[config.mk]
export PLATFORM = sky130hd
export DESIGN_NAME = sbca_ram
export DESIGN_NICKNAME = d
export VERILOG_FILES = /design/src/hw/rtl/sbca_ram.sv
export SDC_FILE = /design/constraint.sdc
export NUM_CORES = 2
export LEC_CHECK = 0
export BUFFER_PORTS_ARGS = -buffer_cell sky130_fd_sc_hd__buf_2
export CAP_MARGIN = 25
export CORE_UTILIZATION = 55
export DETAILED_ROUTE_END_ITERATION = 10
export GPL_ROUTABILITY_DRIVEN = 0
export PLACE_DENSITY_LB_ADDON = 0.2
export RECOVER_POWER = 100
export SKIP_LAST_GASP = 1
export SYNTH_ARGS = -nofsm -noshare
export SYNTH_HDL_FRONTEND = slang
export SYNTH_SLANG_ARGS = --single-unit
[constraint.sdc]
create_clock -name clk_i -period 2.8 [get_ports clk_i]
set_input_delay 0.14 -clock clk_i [delete_from_list [all_inputs] [get_ports clk_i]]
set_output_delay 0.14 -clock clk_i [all_outputs]
set_load 0.01 [all_outputs]
[src/hw/rtl/sbca_ram.sv]
// Generic simple dual-port RAM: one write port, one read port with registered data.
// No dependencies.
module sbca_ram #(
  parameter int unsigned WIDTH = 8,
  parameter int unsigned DEPTH = 256
) (
  input  logic                     clk_i,
  input  logic                     we_i,
  input  logic [$clog2(DEPTH)-1:0] waddr_i,
  input  logic [WIDTH-1:0]         wdata_i,
  input  logic [$clog2(DEPTH)-1:0] raddr_i,
  output logic [WIDTH-1:0]         rdata_o
);

  logic [WIDTH-1:0] mem_q [DEPTH];
  logic [WIDTH-1:0] rdata_q;

  // Write and read in the same cycle; the read data appears in the next cycle.
  always_ff @(posedge clk_i) begin
    if (we_i) begin
      mem_q[waddr_i] <= wdata_i;
    end
    rdata_q <= mem_q[raddr_i];
  end

  assign rdata_o = rdata_q;

endmodule

# Word level (Yosys, flattened, before mapping)

Memories as Yosys holds them, arrays and structs flattened. A register that Yosys moved wholly into a read port is not among the register bits.
Index checks and enable logic that the tools add are counted.

Muxes and demuxes: 2

Operators by type and width:

| kind   | number |
|---|---|
| $mux 1 | 2 |

Output and inout bits: 8
Memory bits (writable): 2,048
Register bits: 0
Memories kept: 1
Bits of input ports: 26
Logic and storage cells: 3

Memories:

| memory | words | bits a word | rd ports | clocked after memory_dff | wr ports | RTL line | text |
|---|---|---|---|---|---|---|---|
| mem_q  | 256   | 8           | 1        | 1                        | 1        | 15       | `logic [WIDTH-1:0] mem_q [DEPTH];` |

# Depth between registers and ports, before layout

Depth in word-level cells: 2
Gate-level depth with buffers: 11
Depth with buffers taken out: 6

# Least setup slack after synthesis

Ideal clock, no wire load.

Path kind: input -> register
From: input port raddr_i[0]
To: register rdata_q[2] (netlist: rdata_o[2]), read port of mem_q
Arrival time: 1,947 ps
Stages on the path: 9
Path buffers: 4
Slack: 722 ps
Cells stage by stage: buf_6 buf_12 buf_8 buf_2 mux4_2 a22oi_1 a21oi_1 nor4_1 nor4_2

RTL lines:

| item            | RTL line | text |
|---|---|---|
| start, declared | 11       | `input logic [$clog2(DEPTH)-1:0] raddr_i,` |
| end, declared   | 16       | `logic [WIDTH-1:0] rdata_q;` |

# Worst setup path after layout

From: input port waddr_i[0]
To: memory mem_q[53][6], enable pin

RTL lines:

| item            | RTL line | text |
|---|---|---|
| start, declared | 9        | `input logic [$clog2(DEPTH)-1:0] waddr_i,` |
| end, declared   | 15       |  |

No word-level cell before the write port.

==> flow_summary_export.csv <==
group,metric,value,unit
yosys,syn_nets,3759,
clocking,clock_latency,0.84,ns
yosys,synth.largest_area_cell,"edfxtp_1",
floorplanning,fp-row-count,139,
yosys,synth-async-reset-ratio,0,%
global_route,grt_max_degree,110,
floorplanning,die_h,382.3,µm
floorplanning,top_level_ports,34,
pwr,power.density,702.9,mW/mm²
yosys,ys_top_cells_by_count,"edfxtp_1, mux4_2, nor2_1",
cells_and_area,nets,4344,
yosys,ys_seq_elements,2056,
timing,fin_crit,2.804,ns
timing,setup_slack,-0.003718,ns
setup_path,required,3.35,ns
global_route,first_global_vias,40114,
timing,fmax,0.3567,GHz
yosys,syn_inst,3733,
pwr,leakage,28.68,nW
global_route,grt_usage,27.24,%
cells_and_area,fin_cells,6405,
worst_hold_path,whs_path_depth,4,
yosys,synth-edff-count,2048,
yosys,netlist_area,0.07956,mm²
outcome,status,"finished, violations left",
setup_path,cp.arrival,3.35,ns
timing,holdWs,0.1355,ns
place,io_buffer_count,33,
timing,post-route-period-util,100.1,%
clocking,clkSlewWorstSetupHoldPaths,0.06,ns
clocking,cts_buffers,201,
cells_and_area,final_area,0.09129,mm²
yosys,synth.area.top_cells,"edfxtp_1, mux4_2, mux2i_1",
place,place_inst,6006,
yosys,synth_ff_type,"edfxtp_1",
clocking,clockBufferDepth,3,
drt,vias,40620,
global_route,overflow,0,
drt,post_drt_wl_per_cell,30.68,µm
yosys,synth_cell_type_count,55,
cells_and_area,area_growth,14.74,%
drt,route.detailed.drc,0,
timing,finalMaxSlewViolations,726,
floorplanning,die_area,0.1462,mm²
drt,vias_per_cell,6.342,
cells_and_area,drive_above_1_share,24.60,%
outcome,failed_checks,"capacitance limit, slew limit, setup timing",
yosys,synth.avg_cell_area,21.31,µm²
timing,slew-limit-headroom,-81.55,%
floorplanning,core_area,0.1435,mm²
global_route,grt_pass1_wl,283000,µm
drt,first_iter_violations,5373,
timing,hold_viol,0,
timing,setup_viol,6,
job,max_cap_violations,8,
yosys,yosysTopAreaCellShare,77.30,%
drt,routed_wl,196500,µm
clocking,cts_tree,"done",
setup_path,worstPathMaxFanout,10,
timing,max_slew.worst_pin.slew,2.723,ns
yosys,synth.most_common_cell,"edfxtp_1",
clocking,htreeDepth,4,
drt,drtPass1Iterations,6,
setup_path,reg2regPathDepth,6,
yosys,ys_seq_area_share,77.50,%
pwr,ir_drop,635.1,µV
yosys,synth_warnings,0,
setup_path,cp-end-kind,"flip-flop",
place,placed_cell_area,0.08584,mm²
clocking,clock_sinks,2056,
setup_path,crit_type,"in2reg",
global_route,antenna_found_initial,13,
floorplanning,start_util,55.45,%
setup_path,cp-start-kind,"primary input",
clocking,root_buffer,"clkbuf_16",
place,dp_hpwl,125400,µm
timing,skew,0.02490,ns
worst_hold_path,hp-class,"in2reg",
timing,rsz0062_at_grt,"no",
floorplanning,die_w,382.3,µm
drt,postRouteAntennaNets,0,
path summary, 6_finish.rpt:
path           startpoint             to  slack (ns)
max            waddr_i[0]   mem_q[53][6]      -0.004
min reg2reg  mem_q[41][3]     rdata_o[3]        0.90
max reg2reg  mem_q[84][2]     rdata_o[2]        0.14
min            waddr_i[2]  mem_q[144][5]        0.14
where the power goes:
| part | internal, mW | total, mW | switching (mW) |
|---|---|---|---|
| combinational | 1.26 | 3.32 | 2.07 |
| clock | 15.4 | 26.8 | 11.4 |
| sequential | 34.0 | 34.0 | 0.0571 |
critical path, stage by stage:
cell,delay (ns)
dlygate4sd3_1,0.54
clkbuf_1,0.27
nor2b_1,0.22
clkbuf_1,0.21
nand3_1,0.14
clkbuf_1,0.90
buf_2,0.59
nor2_1,0.10
clkbuf_2,0.22
repair_timing:
item	CTS	global route
setup endpoints to repair	0	2
buffers inserted	0	0
endpoints found under the hold margin	634	0
hold buffers	11	0
resized for setup	0	2
flip-flops by register name, summed over array words and instances, names as in the netlist:
name     cells
mem_q     2048
rdata_o      8
cell families (layout without fill, tap and decap cells):
group                  after synthesis  after routing  share of synthesized area [%]
other                                0              6                              0
buffers and inverters              235            998                          1.831
AND/OR/NAND/NOR                    466            466                          2.628
multiplexers                       591            591                          14.62
AO/OA/AOI/OAI                      385            385                          3.419
flip-flops                        2056           2056                          77.50
area by class of cell:
cell class,count,area [µm²]
antenna,6,15.01
clock buffer,251,5301
clock inverter,130,1279
fill,9775,52200
inverter,2,7.507
multi-input combinational,1442,16500
sequential,2056,61660
tap,1903,2381
timing repair buffer,615,4140
cells in the final DEF, fill, tap and decap left out, types with 33 or more instances in the layout:
master	netlist	layout
clkbuf_16	0	204
buf_4	27	196
clkinv_1	1	45
nor2_1	282	279
clkinv_2	0	43
a21oi_1	96	96
clkbuf_1	111	312
nand2_1	33	33
clkbuf_2	0	58
edfxtp_1	2048	2048
nand3_1	34	34
a22oi_1	133	133
o221ai_1	46	46
mux4_2	454	454
mux2i_1	134	134
buf_12	8	53
metal layers:
metal / global-route usage, % / share of wire (%)
met1: 39.27 / 39
met2: 42.30 / 48
met3: 5.730 / 10
met4: 8.378 / 3.2
met5: 0 / 0.022
through the flow:
step                setup WS (ns)  utilization (%)  total power, mW   TNS, ns
floorplan                  0.7221                -            36.26         0
global placement          -0.7174            59.82            37.96    -3.139
detailed placement        -0.4751            59.83            38.00    -2.163
CTS                       0.04835            64.49            64.52         0
global route              0.01271            63.61            65.76         0
finish                  -0.003718            63.62            64.16  -0.01227
Note: power is estimated with default switching activity, not from simulation.
