[src/hw/rtl/sbca_pkg.sv]
// Shared types, constants and helpers for the size-class block allocator.
// No dependencies; the other RTL files but sbca_ram refer to it by scoped names.
package sbca_pkg;

  // The payload address space and its split into 32-byte granules.
  localparam int unsigned ADDR_W     = 16;
  localparam int unsigned GRAN_SHIFT = 5;
  localparam int unsigned GRAN_W     = ADDR_W - GRAN_SHIFT;
  localparam int unsigned GRANULES   = 1 << GRAN_W;
  localparam int unsigned ADDR_SPACE = 1 << ADDR_W;

  // The pool top can reach the end of the address space, so it needs one bit more.
  localparam int unsigned TOP_W = ADDR_W + 1;
  localparam int unsigned SUM_W = TOP_W + 1;

  // A class index is three bits wide, whatever the number of classes in use.
  localparam int unsigned CLS_W = 3;

  localparam logic [ADDR_W-1:0] HEADER_BYTES = 16'd8;
  localparam logic [ADDR_W-1:0] MAX_SMALL    = 16'd4088;
  localparam logic [ADDR_W-1:0] MIN_SIZE     = 16'd8;
  localparam int unsigned       MIN_BLOCK    = 32;

  typedef enum logic [1:0] {
    KIND_ALLOC   = 2'd0,
    KIND_RELEASE = 2'd1,
    KIND_RESIZE  = 2'd2,
    KIND_NONE    = 2'd3
  } kind_e;

  typedef enum logic [1:0] {
    ST_OK        = 2'd0,
    ST_NULL      = 2'd1,
    ST_EXHAUSTED = 2'd2,
    ST_TOO_LARGE = 2'd3
  } status_e;

  // A list head or a link: a valid flag and a payload address.
  typedef struct packed {
    logic              valid;
    logic [ADDR_W-1:0] addr;
  } slot_t;

  // Write request to the list head registers.
  typedef struct packed {
    logic             en;
    logic [CLS_W-1:0] cls;
    slot_t            slot;
  } head_wr_t;

  // Granule of the block that a payload address belongs to.
  function automatic logic [GRAN_W-1:0] granule_of(input logic [ADDR_W-1:0] handle);
    logic [ADDR_W-1:0] blk;
    blk = handle - HEADER_BYTES;
    return blk[ADDR_W-1:GRAN_SHIFT];
  endfunction

endpackage

[src/hw/rtl/sbca_head_file.sv]
// Free-list head registers, one per size class, with a valid bit each.
// Depends on sbca_pkg.
module sbca_head_file #(
  parameter int unsigned NUM_CLASSES = 8
) (
  input  logic                       clk_i,
  input  logic                       rst_ni,
  input  sbca_pkg::head_wr_t         wr_i,
  input  logic [sbca_pkg::CLS_W-1:0] rd_cls_i,
  output sbca_pkg::slot_t            rd_o
);

  sbca_pkg::slot_t heads_q [NUM_CLASSES];

  // Reset empties every list; a write replaces one head.
  always_ff @(posedge clk_i or negedge rst_ni) begin
    if (!rst_ni) begin
      for (int c = 0; c < NUM_CLASSES; c++) begin
        heads_q[c] <= '0;
      end
    end else if (wr_i.en) begin
      for (int c = 0; c < NUM_CLASSES; c++) begin
        if (wr_i.cls == sbca_pkg::CLS_W'(c)) begin
          heads_q[c] <= wr_i.slot;
        end
      end
    end
  end

  // Read the selected head; a class beyond the list count reads as empty.
  always_comb begin
    rd_o = '0;
    for (int c = 0; c < NUM_CLASSES; c++) begin
      if (rd_cls_i == sbca_pkg::CLS_W'(c)) begin
        rd_o = heads_q[c];
      end
    end
  end

endmodule

[config.mk]
export PLATFORM = sky130hd
export DESIGN_NAME = sbca_head_file
export DESIGN_NICKNAME = d
export VERILOG_FILES = /design/src/hw/rtl/sbca_pkg.sv /design/src/hw/rtl/sbca_head_file.sv
export SDC_FILE = /design/constraint.sdc
export NUM_CORES = 1
export LEC_CHECK = 0
export ABC_AREA = 1
export BUFFER_PORTS_ARGS = -buffer_cell sky130_fd_sc_hd__buf_2
export CORE_AREA = 3 3 110 112
export DETAILED_ROUTE_END_ITERATION = 7
export DIE_AREA = 0 0 113 115
export HOLD_SLACK_MARGIN = 0.1
export PLACE_DENSITY = 0.75
export SETUP_SLACK_MARGIN = 0.05
export SYNTH_ARGS = -nofsm -noshare
export SYNTH_HDL_FRONTEND = slang
export SYNTH_SLANG_ARGS = --single-unit
[constraint.sdc]
create_clock -name clk_i -period 1.63 [get_ports clk_i]
set_clock_uncertainty 0.1 [all_clocks]
set_input_delay 0.4075 -clock clk_i [delete_from_list [all_inputs] [get_ports clk_i]]
set_output_delay 0.4075 -clock clk_i [all_outputs]
set_load 0.05 [all_outputs]
== Word level (Yosys, flattened, before mapping) ==
Cells that the tools add are included.

* Eq/ne operators: 14
* Mux-type cells: 8
* Reduce and logical (&&, ||, !) cells: 10

{| class="wikitable"
|+ Operators by type and width
! operator !! count
|-
| 17-bit 2-to-1 mux || 8
|-
| 3-bit equality test, second input constant || 8
|-
| 2-bit AND reduction || 8
|-
| 3-bit by 2-bit equality test with 1-bit output, second input constant || 4
|-
| 3-bit by 1-bit equality test with 1-bit output, second input constant || 2
|-
| 3-bit logical NOT || 2
|}

* Output and inout bits: 17
* Register bits after elaboration: 136
* Bits of input ports: 26
* Logic and storage cells: 48

== Logic depth before layout (Yosys ltp) ==
* Depth in word-level cells: 9
* Gate-level depth with buffers: 7
* Mapped depth without buffers: 5

== Worst setup path before layout ==
No wires, ideal clock.

* Kind: input -> output
* From: in rd_cls_i[0] (netlist bit)
* To: out rd_o[10] (netlist bit)
* Stages on the path: 6
* Arrival time: 1.531 ns
* Buffers on the path: 2
* Setup slack: -0.409 ns
* Path through: buf_6 -> inv_6 -> nor3_4 -> buf_6 -> nand2_1 -> nand4_1

{| class="wikitable"
|+ RTL lines
! element !! RTL line !! RTL
|-
| from (decl) || sbca_head_file.sv:9 || <nowiki>input logic [sbca_pkg::CLS_W-1:0] rd_cls_i,</nowiki>
|-
| to (decl) || sbca_head_file.sv:10 || <nowiki>output sbca_pkg::slot_t rd_o</nowiki>
|}

==> results.json <==
{
  "status": "finished, violations left",
  "failed_checks": "setup timing",
  "most-common-layout-cells": "nand2_1, dfrtp_1, o21ai_0, nand4_1, nor2_1",
  "place_congestion": 0.852,
  "largest_reg_flops": 136,
  "cts_max_path_buffers": 2,
  "cp-end-kind": "output pin",
  "rows": 39,
  "ant_nets": 0,
  "final_cell_area_um2": 7780,
  "yosysUniqueCellTypes": 19,
  "switchingPower_mw": 3.03,
  "post_dp_cell_area_um2": 6790,
  "critPathBufInv": 4,
  "tightest_slew_ps": 500,
  "grtUsageTotal_pct": 27.7,
  "slew_headroom_pct": 66.7,
  "max_clock_freq_mhz": 495,
  "cpPeakStageDelay_ps": 280,
  "final_cells": 926,
  "syn_nets": 726,
  "p_comb_share_pct": 18.6,
  "post_drt_via_cell_ratio": 5.98,
  "ir_drop_mv": 1.09,
  "layout_worst_path_cycle_share_pct": 124,
  "powerDensity_nw_per_um2": 1340,
  "maxSlewViolCount": 0,
  "p_sw_share_pct": 29.0,
  "cp_max_fo": 8,
  "cts_buffers": 17,
  "p_int_mw": 7.42,
  "slowest_stage": "nor3_4",
  "dr.pass1.iters": 6,
  "cts_max_level": 4,
  "hold_class": "in2reg",
  "die_w_um": 113,
  "grt_pass1_wl_um": 27800,
  "crit_path_frequent_cell": "buf_6",
  "syn-mean-instance-area_um2": 8.66,
  "cp.required_ps": 1120,
  "cts_sinks": 136,
  "holdWs_ps": 241,
  "syn_inst": 700,
  "dp_slack_ps": -599,
  "dp.final_hpwl_um": 10500,
  "antennaDiodeCount": 0,
  "core_area_um2": 11300,
  "die_h_um": 115,
  "crit_arrival_ps": 1510,
  "setup_viol": 17,
  "fin_setup_tns_ps": -6110,
  "startpoint_type": "input port",
  "min_period_ps": 2020,
  "r2r_cells": 3,
  "pwr-share-seq_pct": 42.3,
  "syn_area_um2": 6060,
  "grt_pass1_vias": 5543,
  "hold_viol": 0,
  "leakage_nw": 3.66,
  "ys_ff_latch": 136,
  "io_pins": 43,
  "whs_path_depth": 3,
  "drt_iter0_drc": 556,
  "cts_root_buf": "clkbuf_16",
  "drc": 0,
  "insertion_delay_ps": 410,
  "worst_slack_ps": -390,
  "path_cells": "buf_12, buf_8, nor3_4, buf_6, nand2_2, nand4_1, buf_6",
  "largest_register": "heads_q",
  "yosys_warnings": 0,
  "p_clk_share_pct": 39.1,
  "syn_to_final_growth_pct": 28.4,
  "layout_commonest_cell": "nand2_1",
  "num_vias": 5533,
  "die_area_um2": 13000,
  "total_power_mw": 10.4,
  "maxCapViolCount": 0,
  "avgRoutedWirePerCell_um": 18.8,
  "cp_top_family": "buffers and inverters",
  "synth-seq-area-share_pct": 56.1,
  "dp_cells": 879,
  "drive_gt1_share_pct": 19.9,
  "antenna_found_initial": 0,
  "drt-total-wl_um": 17400,
  "clk_pin_slew_worst_paths_ps": 60,
  "rsz0062_at_grt": "yes",
  "final.fill_count": 826,
  "initial_core_util_pct": 53.5,
  "grt_max_degree": 36,
  "overflow": 0,
  "cp_num_cells": 7,
  "crit_type": "in2out",
  "rrSetupSlack_ps": 710,
  "cts_tree": "yes",
  "top_regs": "heads_q x136",
  "fin_util_pct": 68.8,
  "nNetsFinal": 797,
  "port_buffers": 42
}
[per-layer routing]
metal	GRT usage (%)	part of all wire [%]
met2	45.7	49
met4	12.7	2.9
met5	0	0
met3	6.00	7.8
met1	35.4	41
[cell families (layout without fill, tap and decap cells)]
kind of cell / Yosys count / count (layout) / share of synthesized area [%]
and+or+nand+nor: 341 / 341 / 26.2
DFF: 136 / 136 / 56.1
buffers and inverters: 87 / 170 / 6.46
AOI/OAI and AO/OA: 136 / 136 / 11.2
[what timing repair did]
action / CTS / global route
setup buffers: 9 / 5
hold buffers: 1 / 0
setup endpoints to repair: 17 / 17
hold endpoints to repair: 27 / 0
gates resized for setup: 70 / 5
pin swaps: 28 / 19
cloned: 1 / 0
[power groups by stage]
| stage | clock network, mW | registers, mW | logic, mW |
|---|---|---|---|
| 4_1_cts | 4.08 | 4.40 | 1.90 |
| 2_1_floorplan | 0 | 4.32 | 1.18 |
| 3_5_place_dp | 0 | 4.43 | 1.67 |
| 3_3_place_gp | 0 | 4.40 | 1.61 |
| 6_report | 4.08 | 4.42 | 1.94 |
| 5_1_grt | 4.25 | 4.48 | 2.13 |
[worst reg2reg max path: cells and delay by family, from the launching register on]
family          cells  cell delay (ps)
flops               1              380
buf+inv             1              130
compound gates      1              100
simple gates        1               70
[path summary, 6_finish.rpt]
check / to / from
setup / recovery: rd_o[14] / rd_cls_i[1]
hold / removal: heads_q[12] / wr_i[12]
setup reg to reg: heads_q[72] / heads_q[72]
hold reg to reg: heads_q[29] / heads_q[29]
max in group asynchronous: heads_q[43] / rst_ni
min in group asynchronous: heads_q[52] / rst_ni
[cell usage after synthesis (all sizes together)]
library cell | number | share of area, %
o21ai | 119 | 9.8
inv | 41 | 2.7
nand4 | 85 | 8.8
nor2 | 56 | 3.8
buf | 23 | 2.3
nor3 | 4 | 1.1
a21oi | 17 | 1.4
nand2 | 178 | 11
clkbuf | 23 | 1.4
nand3 | 18 | 1.5
dfrtp | 136 | 56
[layout make-up]
type	count	area (um2)	share of cell area [%]
Tap cell	143	179	2.30
Inverter	41	174	2.23
Multi-Input combinational cell	477	2320	29.8
Clock buffer	21	460	5.92
Timing Repair Buffer	97	1080	13.8
Sequential cell	136	3400	43.7
Clock inverter	10	168	2.15
Timing Repair inverter	1	6.26	0.0804
Note: power is estimated with default switching activity, not from simulation.
