### src/hw/rtl/sbca_pkg.sv
// Shared types, constants and helpers for the size-class block allocator.
// No dependencies; the other RTL files but sbca_ram refer to it by scoped names.
package sbca_pkg;

  // The payload address space and its split into 32-byte granules.
  localparam int unsigned ADDR_W     = 16;
  localparam int unsigned GRAN_SHIFT = 5;
  localparam int unsigned GRAN_W     = ADDR_W - GRAN_SHIFT;
  localparam int unsigned GRANULES   = 1 << GRAN_W;
  localparam int unsigned ADDR_SPACE = 1 << ADDR_W;

  // The pool top can reach the end of the address space, so it needs one bit more.
  localparam int unsigned TOP_W = ADDR_W + 1;
  localparam int unsigned SUM_W = TOP_W + 1;

  // A class index is three bits wide, whatever the number of classes in use.
  localparam int unsigned CLS_W = 3;

  localparam logic [ADDR_W-1:0] HEADER_BYTES = 16'd8;
  localparam logic [ADDR_W-1:0] MAX_SMALL    = 16'd4088;
  localparam logic [ADDR_W-1:0] MIN_SIZE     = 16'd8;
  localparam int unsigned       MIN_BLOCK    = 32;

  typedef enum logic [1:0] {
    KIND_ALLOC   = 2'd0,
    KIND_RELEASE = 2'd1,
    KIND_RESIZE  = 2'd2,
    KIND_NONE    = 2'd3
  } kind_e;

  typedef enum logic [1:0] {
    ST_OK        = 2'd0,
    ST_NULL      = 2'd1,
    ST_EXHAUSTED = 2'd2,
    ST_TOO_LARGE = 2'd3
  } status_e;

  // A list head or a link: a valid flag and a payload address.
  typedef struct packed {
    logic              valid;
    logic [ADDR_W-1:0] addr;
  } slot_t;

  // Write request to the list head registers.
  typedef struct packed {
    logic             en;
    logic [CLS_W-1:0] cls;
    slot_t            slot;
  } head_wr_t;

  // Granule of the block that a payload address belongs to.
  function automatic logic [GRAN_W-1:0] granule_of(input logic [ADDR_W-1:0] handle);
    logic [ADDR_W-1:0] blk;
    blk = handle - HEADER_BYTES;
    return blk[ADDR_W-1:GRAN_SHIFT];
  endfunction

endpackage

### src/hw/rtl/sbca_size_class.sv
// Maps a payload size to its power-of-two size class and flags sizes that fit no class.
// Depends on sbca_pkg.
module sbca_size_class #(
  parameter int unsigned NUM_CLASSES = 8
) (
  input  logic [sbca_pkg::ADDR_W-1:0] size_i,
  output logic [sbca_pkg::CLS_W-1:0]  cls_o,
  output logic                        too_large_o
);

  localparam logic [sbca_pkg::CLS_W:0] NUM_CLS = (sbca_pkg::CLS_W + 1)'(NUM_CLASSES);

  logic [12:0] total;
  logic [3:0]  msb;
  logic [sbca_pkg::CLS_W-1:0] cls;

  // Class is the bit length of size plus header rounding, less five.
  always_comb begin
    total = {1'b0, size_i[11:0]} + 13'd7;
    msb   = 4'd0;
    for (int i = 0; i < 13; i++) begin
      if (total[i]) begin
        msb = 4'(i);
      end
    end
    if (size_i <= sbca_pkg::MIN_SIZE) begin
      cls = '0;
    end else begin
      cls = sbca_pkg::CLS_W'(msb - 4'd4);
    end
  end

  assign cls_o       = cls;
  assign too_large_o = (size_i > sbca_pkg::MAX_SMALL) || ({1'b0, cls} >= NUM_CLS);

endmodule

### config.mk
export PLATFORM = sky130hd
export DESIGN_NAME = sbca_size_class
export DESIGN_NICKNAME = d
export VERILOG_FILES = /design/src/hw/rtl/sbca_pkg.sv /design/src/hw/rtl/sbca_size_class.sv
export SDC_FILE = /design/constraint.sdc
export NUM_CORES = 1
export LEC_CHECK = 0
export BUFFER_PORTS_ARGS = -buffer_cell sky130_fd_sc_hd__buf_2
export CAP_MARGIN = 5
export CORE_AREA = 2 2 39 41
export DETAILED_ROUTE_END_ITERATION = 8
export DIE_AREA = 0 0 41 43
export PLACE_DENSITY_LB_ADDON = 0.25
export RECOVER_POWER = 50
export SLEW_MARGIN = 30
export SYNTH_ARGS = -nofsm -noshare
export SYNTH_HDL_FRONTEND = slang
export SYNTH_SLANG_ARGS = --single-unit
### constraint.sdc
create_clock -name vclk -period 2.2
set_input_delay 0.44 -clock vclk [all_inputs]
set_output_delay 0.44 -clock vclk [all_outputs]
set_load 0.02 [all_outputs]
## Word level (Yosys, flattened, before mapping)

Index checks and enable logic that the tools add are counted.

- Output and inout bits: 4
- Logic and storage cells: 17
- Register bits: 0
- Input bits: 16

- Order comparisons: 2
- Multiplexer cells: 13
- Add/sub/neg operators: 2

Operators by type and width:

| cell | count |
|---|---|
| 2-to-1 mux 3 bit | 11 |
| greater-than comparator 16 x 12 -> 1 bit (second input constant) | 1 |
| less-or-equal comparator 16 x 4 -> 1 bit (second input constant) | 1 |
| adder 12 x 3 -> 13 bit (second input constant) | 1 |
| subtractor 3 bit (second input constant) | 1 |
| 2-to-1 mux 2 bit | 1 |
| 2-to-1 mux 1 bit | 1 |

## Longest topological paths before layout

- Depth in word-level cells: 15
- Gate-level depth with buffers: 8
- Depth with buffers taken out: 7

## Least setup slack after synthesis

Ideal clock, no wire load.

- Path type: input -> output
- From: input port size_i[0] in the netlist's numbering
- To: output port cls_o[0] in the netlist's numbering
- Setup slack: -0.344 ns
- Stages on the path: 8
- Arrival time: 2.104 ns
- Cell sequence: inv_1 > ha_1 > nor2b_1 > buf_6 > nor3_2 > o21a_1 > o22ai_1 > a2111oi_2

- Word-level cells in the longest chain between the ends: 15
- Elaborated cells between the ends (all ways): 16

Ends and longest elaborated chain:

| element | line | text |
|---|---|---|
| from (decl) | sbca_size_class.sv:6 | `input logic [sbca_pkg::ADDR_W-1:0] size_i,` |
| adder 12 x 3 -> 13 bit | sbca_size_class.sv:19 | `total = {1'b0, size_i[11:0]} + 13'd7;` |
| 2-to-1 mux 1 bit | sbca_size_class.sv:22 | `if (total[i]) begin` |
| 2-to-1 mux 2 bit | sbca_size_class.sv:22 |  |
| 2-to-1 mux 3 bit (10 in series) | sbca_size_class.sv:22 |  |
| subtractor 3 bit | sbca_size_class.sv:29 | `cls = sbca_pkg::CLS_W'(msb - 4'd4);` |
| 2-to-1 mux 3 bit (*) | sbca_size_class.sv:26 | `if (size_i <= sbca_pkg::MIN_SIZE) begin` |
| to (decl) | sbca_size_class.sv:7 | `output logic [sbca_pkg::CLS_W-1:0] cls_o,` |

Mark *: on every way between the ends. The rest lies on a longest branch, timed or not.

## Worst setup path after layout

- From: input port size_i[1] in the netlist's numbering
- To: output port cls_o[0] in the netlist's numbering

The elaborated chain is that of the path after synthesis.

==> metrics.txt <==
Seq Cell Count 0; failing checks negative setup slack; share of layout cells above drive strength 1 roughly 60%; Final Instance Count excl. Fillers between 100 and 150; Worst Hold End too_large_o; final wirelength ~2400 um; final worst slack -0.287 ns; syn nets about 100; detailed-route DRC error count 0; Placed Cells ~140; CP startpoint kind input pin; CP max FO 4; RSZ-0062 raised after global routing true; Crit path largest cell delay about 0.30 ns; Worst VDD drop roughly 0.00011 V; pwr/cell area around 180 nW/um2; max_cap viols 0; Seq pwr share 0%; starting density of the core about two fifths; global-route wire length before repair a little over 3000 um; final-layout clock buffer total 0; DR pass1 iterations 4; Mapped Avg Cell Area 6.50 um2; CP cell instances buf_12 -> inv_12 -> ha_4 -> nor4b_4 -> nand3b_1 -> a31oi_1 -> o22ai_2 -> a2111oi_4 -> buf_4; ANT nets after route 0; minimum clock period around 2.5 ns; sw frac approximately half; mapped cell area approximately 530 um2; Core Rows 14; GRT Total Usage a little under a quarter; Comb power frac 100.0%; Hold Crit Start size_i[13]; largest net degree at the start of global routing 10; outcome finished with violations; WP depth 9; Worst path top cell family by delay compound AO/OA/AOI/OAI gates; Seq. cell area 0 um2; max-slew violation total from the final report 0; Fin. Hold Viols 0; CP max-delay cell nor4b_4; Leak 0.457 nW; via/cell ratio roughly 6.1; min-delay worst type input pin to primary output; Setup crit end kind primary output; switching power 0.0000931 W; cell depth of the worst hold path 4; CTS Hold Bufs 0; Period Utilization, post-route 113%; port buffer count 20; Setup CP Type input pin to primary output; Ant. Diodes 0; detail-routed net length per standard cell approximately 17 um; Vias between 800 and 900; leading cell type in the layout, fill and taps excluded buf_4; max_slew headroom between 60% and 70%; TNS Setup -0.587 ns; I/O Pins 20; Buf/Inv on CP 3; Int Power about 0.000098 W; gpl congestion 0.881; Peak Freq a little over 400 MHz; Die W about 41 um; fraction of the yosys area taken by sequential cells 0%; Syn. warnings 0; die footprint approximately 1800 um2; dpl hpwl approximately 1500 um; chip height 43 um; DRT iter0 DRCs 25; most frequent cells in the layout buf_4 (24), buf_2 (13), buf_6 (8); area grow syn2layout 105%; Overflow after GRT 0; fin nets 143; WP data required around 1.8 ns; Worst Tran Pin Value 0.495 ns; vias in the first global route 700; core area roughly 1400 um2; Post-Route Utilization between 70% and 80%; initial antenna violation count 0; Arr. time, crit path 2.05 ns; Yosys cell types 39; Post-Syn Instances a little over 80; setup violators final 3; Clock Power Share 0%
synthesized netlist by cell type, drive strengths merged:
| library cell | count | share of area (%) |
|---|---|---|
| nor3 | 5 | 5.7 |
| a31o | 1 | 1.7 |
| a211o | 1 | 1.7 |
| o31ai | 1 | 1.4 |
| o21bai | 1 | 1.4 |
| nand3 | 3 | 2.8 |
| nor2 | 4 | 2.8 |
| clkbuf | 3 | 2.9 |
| nor4 | 4 | 4.7 |
| o21ai | 7 | 6.7 |
| and3 | 1 | 1.2 |
| and4 | 2 | 3.3 |
| buf | 3 | 5.0 |
| nor2b | 3 | 3.6 |
| o211ai | 1 | 1.4 |
| ha | 1 | 2.4 |
| a22oi | 1 | 1.4 |
| a21oi | 3 | 2.8 |
| nor4b | 1 | 2.8 |
| a22o | 2 | 3.3 |
| a31oi | 5 | 5.9 |
| o22ai | 1 | 1.2 |
| nand3b | 1 | 1.4 |
| a41o | 1 | 1.9 |
| xnor2 | 3 | 5.0 |
| nand2b | 3 | 3.6 |
| a2111oi | 1 | 2.8 |
| or3 | 3 | 3.6 |
| nand2 | 5 | 4.5 |
| inv | 4 | 2.8 |
| a311oi | 1 | 1.7 |
| o21a | 1 | 1.4 |
| nand4 | 3 | 3.6 |
| and2 | 1 | 1.4 |
kinds of logic (layout without fill, tap and decap cells):
logic type	after synthesis	in the layout	synth area share (%)
fa+ha+maj	1	1	2.37
simple gates	39	39	45.1
buf+inv	10	53	10.7
xor+xnor	3	3	4.99
compound gates	28	28	36.8
how the worst max path moves through the flow:
stage / start / end / slack [ns]
4_1_cts: size_i[0] / cls_o[0] / -0.27
2_1_floorplan: size_i[1] / cls_o[0] / -0.05
6_report: size_i[1] / cls_o[0] / -0.29
3_3_place_gp: size_i[1] / cls_o[0] / -0.33
3_5_place_dp: size_i[1] / cls_o[0] / -0.36
5_1_grt: size_i[0] / cls_o[0] / -0.37
power groups by stage:
stage / registers, W / clock network (W) / logic, W
5_1_grt: 0 / 0 / 0.000203
3_3_place_gp: 0 / 0 / 0.000147
4_1_cts: 0 / 0 / 0.000158
3_5_place_dp: 0 / 0 / 0.000150
6_report: 0 / 0 / 0.000191
2_1_floorplan: 0 / 0 / 0.0000796
timing repair:
item                                    CTS  global route
pin swaps                                 4            17
setup buffers                             0             5
endpoints found under the setup margin    3             3
endpoints found under the hold margin     0             0
gates resized for setup                   9            32
metrics by stage:
stage | cell area (um2) | worst slack, ns | total power [W] | hold WS (ns)
detailed placement | 880 | -0.365 | 0.000150 | 1.22
floorplan | 601 | -0.0499 | 0.0000796 | 1.12
global route | 1080 | -0.369 | 0.000203 | 1.27
global placement | 880 | -0.330 | 0.000147 | 1.22
finish | 1080 | -0.287 | 0.000191 | 1.23
CTS | 913 | -0.272 | 0.000158 | 1.22
layout make-up:
| cell class | instances | area, um2 |
|---|---|---|
| fillers | 89 | 307 |
| inverters | 4 | 35.0 |
| well taps | 16 | 20.0 |
| multi-input cells | 71 | 622 |
| repair buffers | 49 | 400 |
layer usage:
| metal | up-vias | wire length (um) | global-route usage (%) |
|---|---|---|---|
| met5 | - | 0 | 0 |
| met4 | 0 | 61 | 0 |
| met3 | 7 | 59 | 0 |
| met2 | 25 | 1240 | 39.4 |
| met1 | 407 | 1020 | 36.2 |
| li1 | 409 | - | - |
worst min-delay path, cell delays in order:
cell	delay, ns
buf_2	0.07
nor4_1	0.04
o21ai_1	0.07
clkbuf_2	0.17
(Power assumes the default switching activity.)
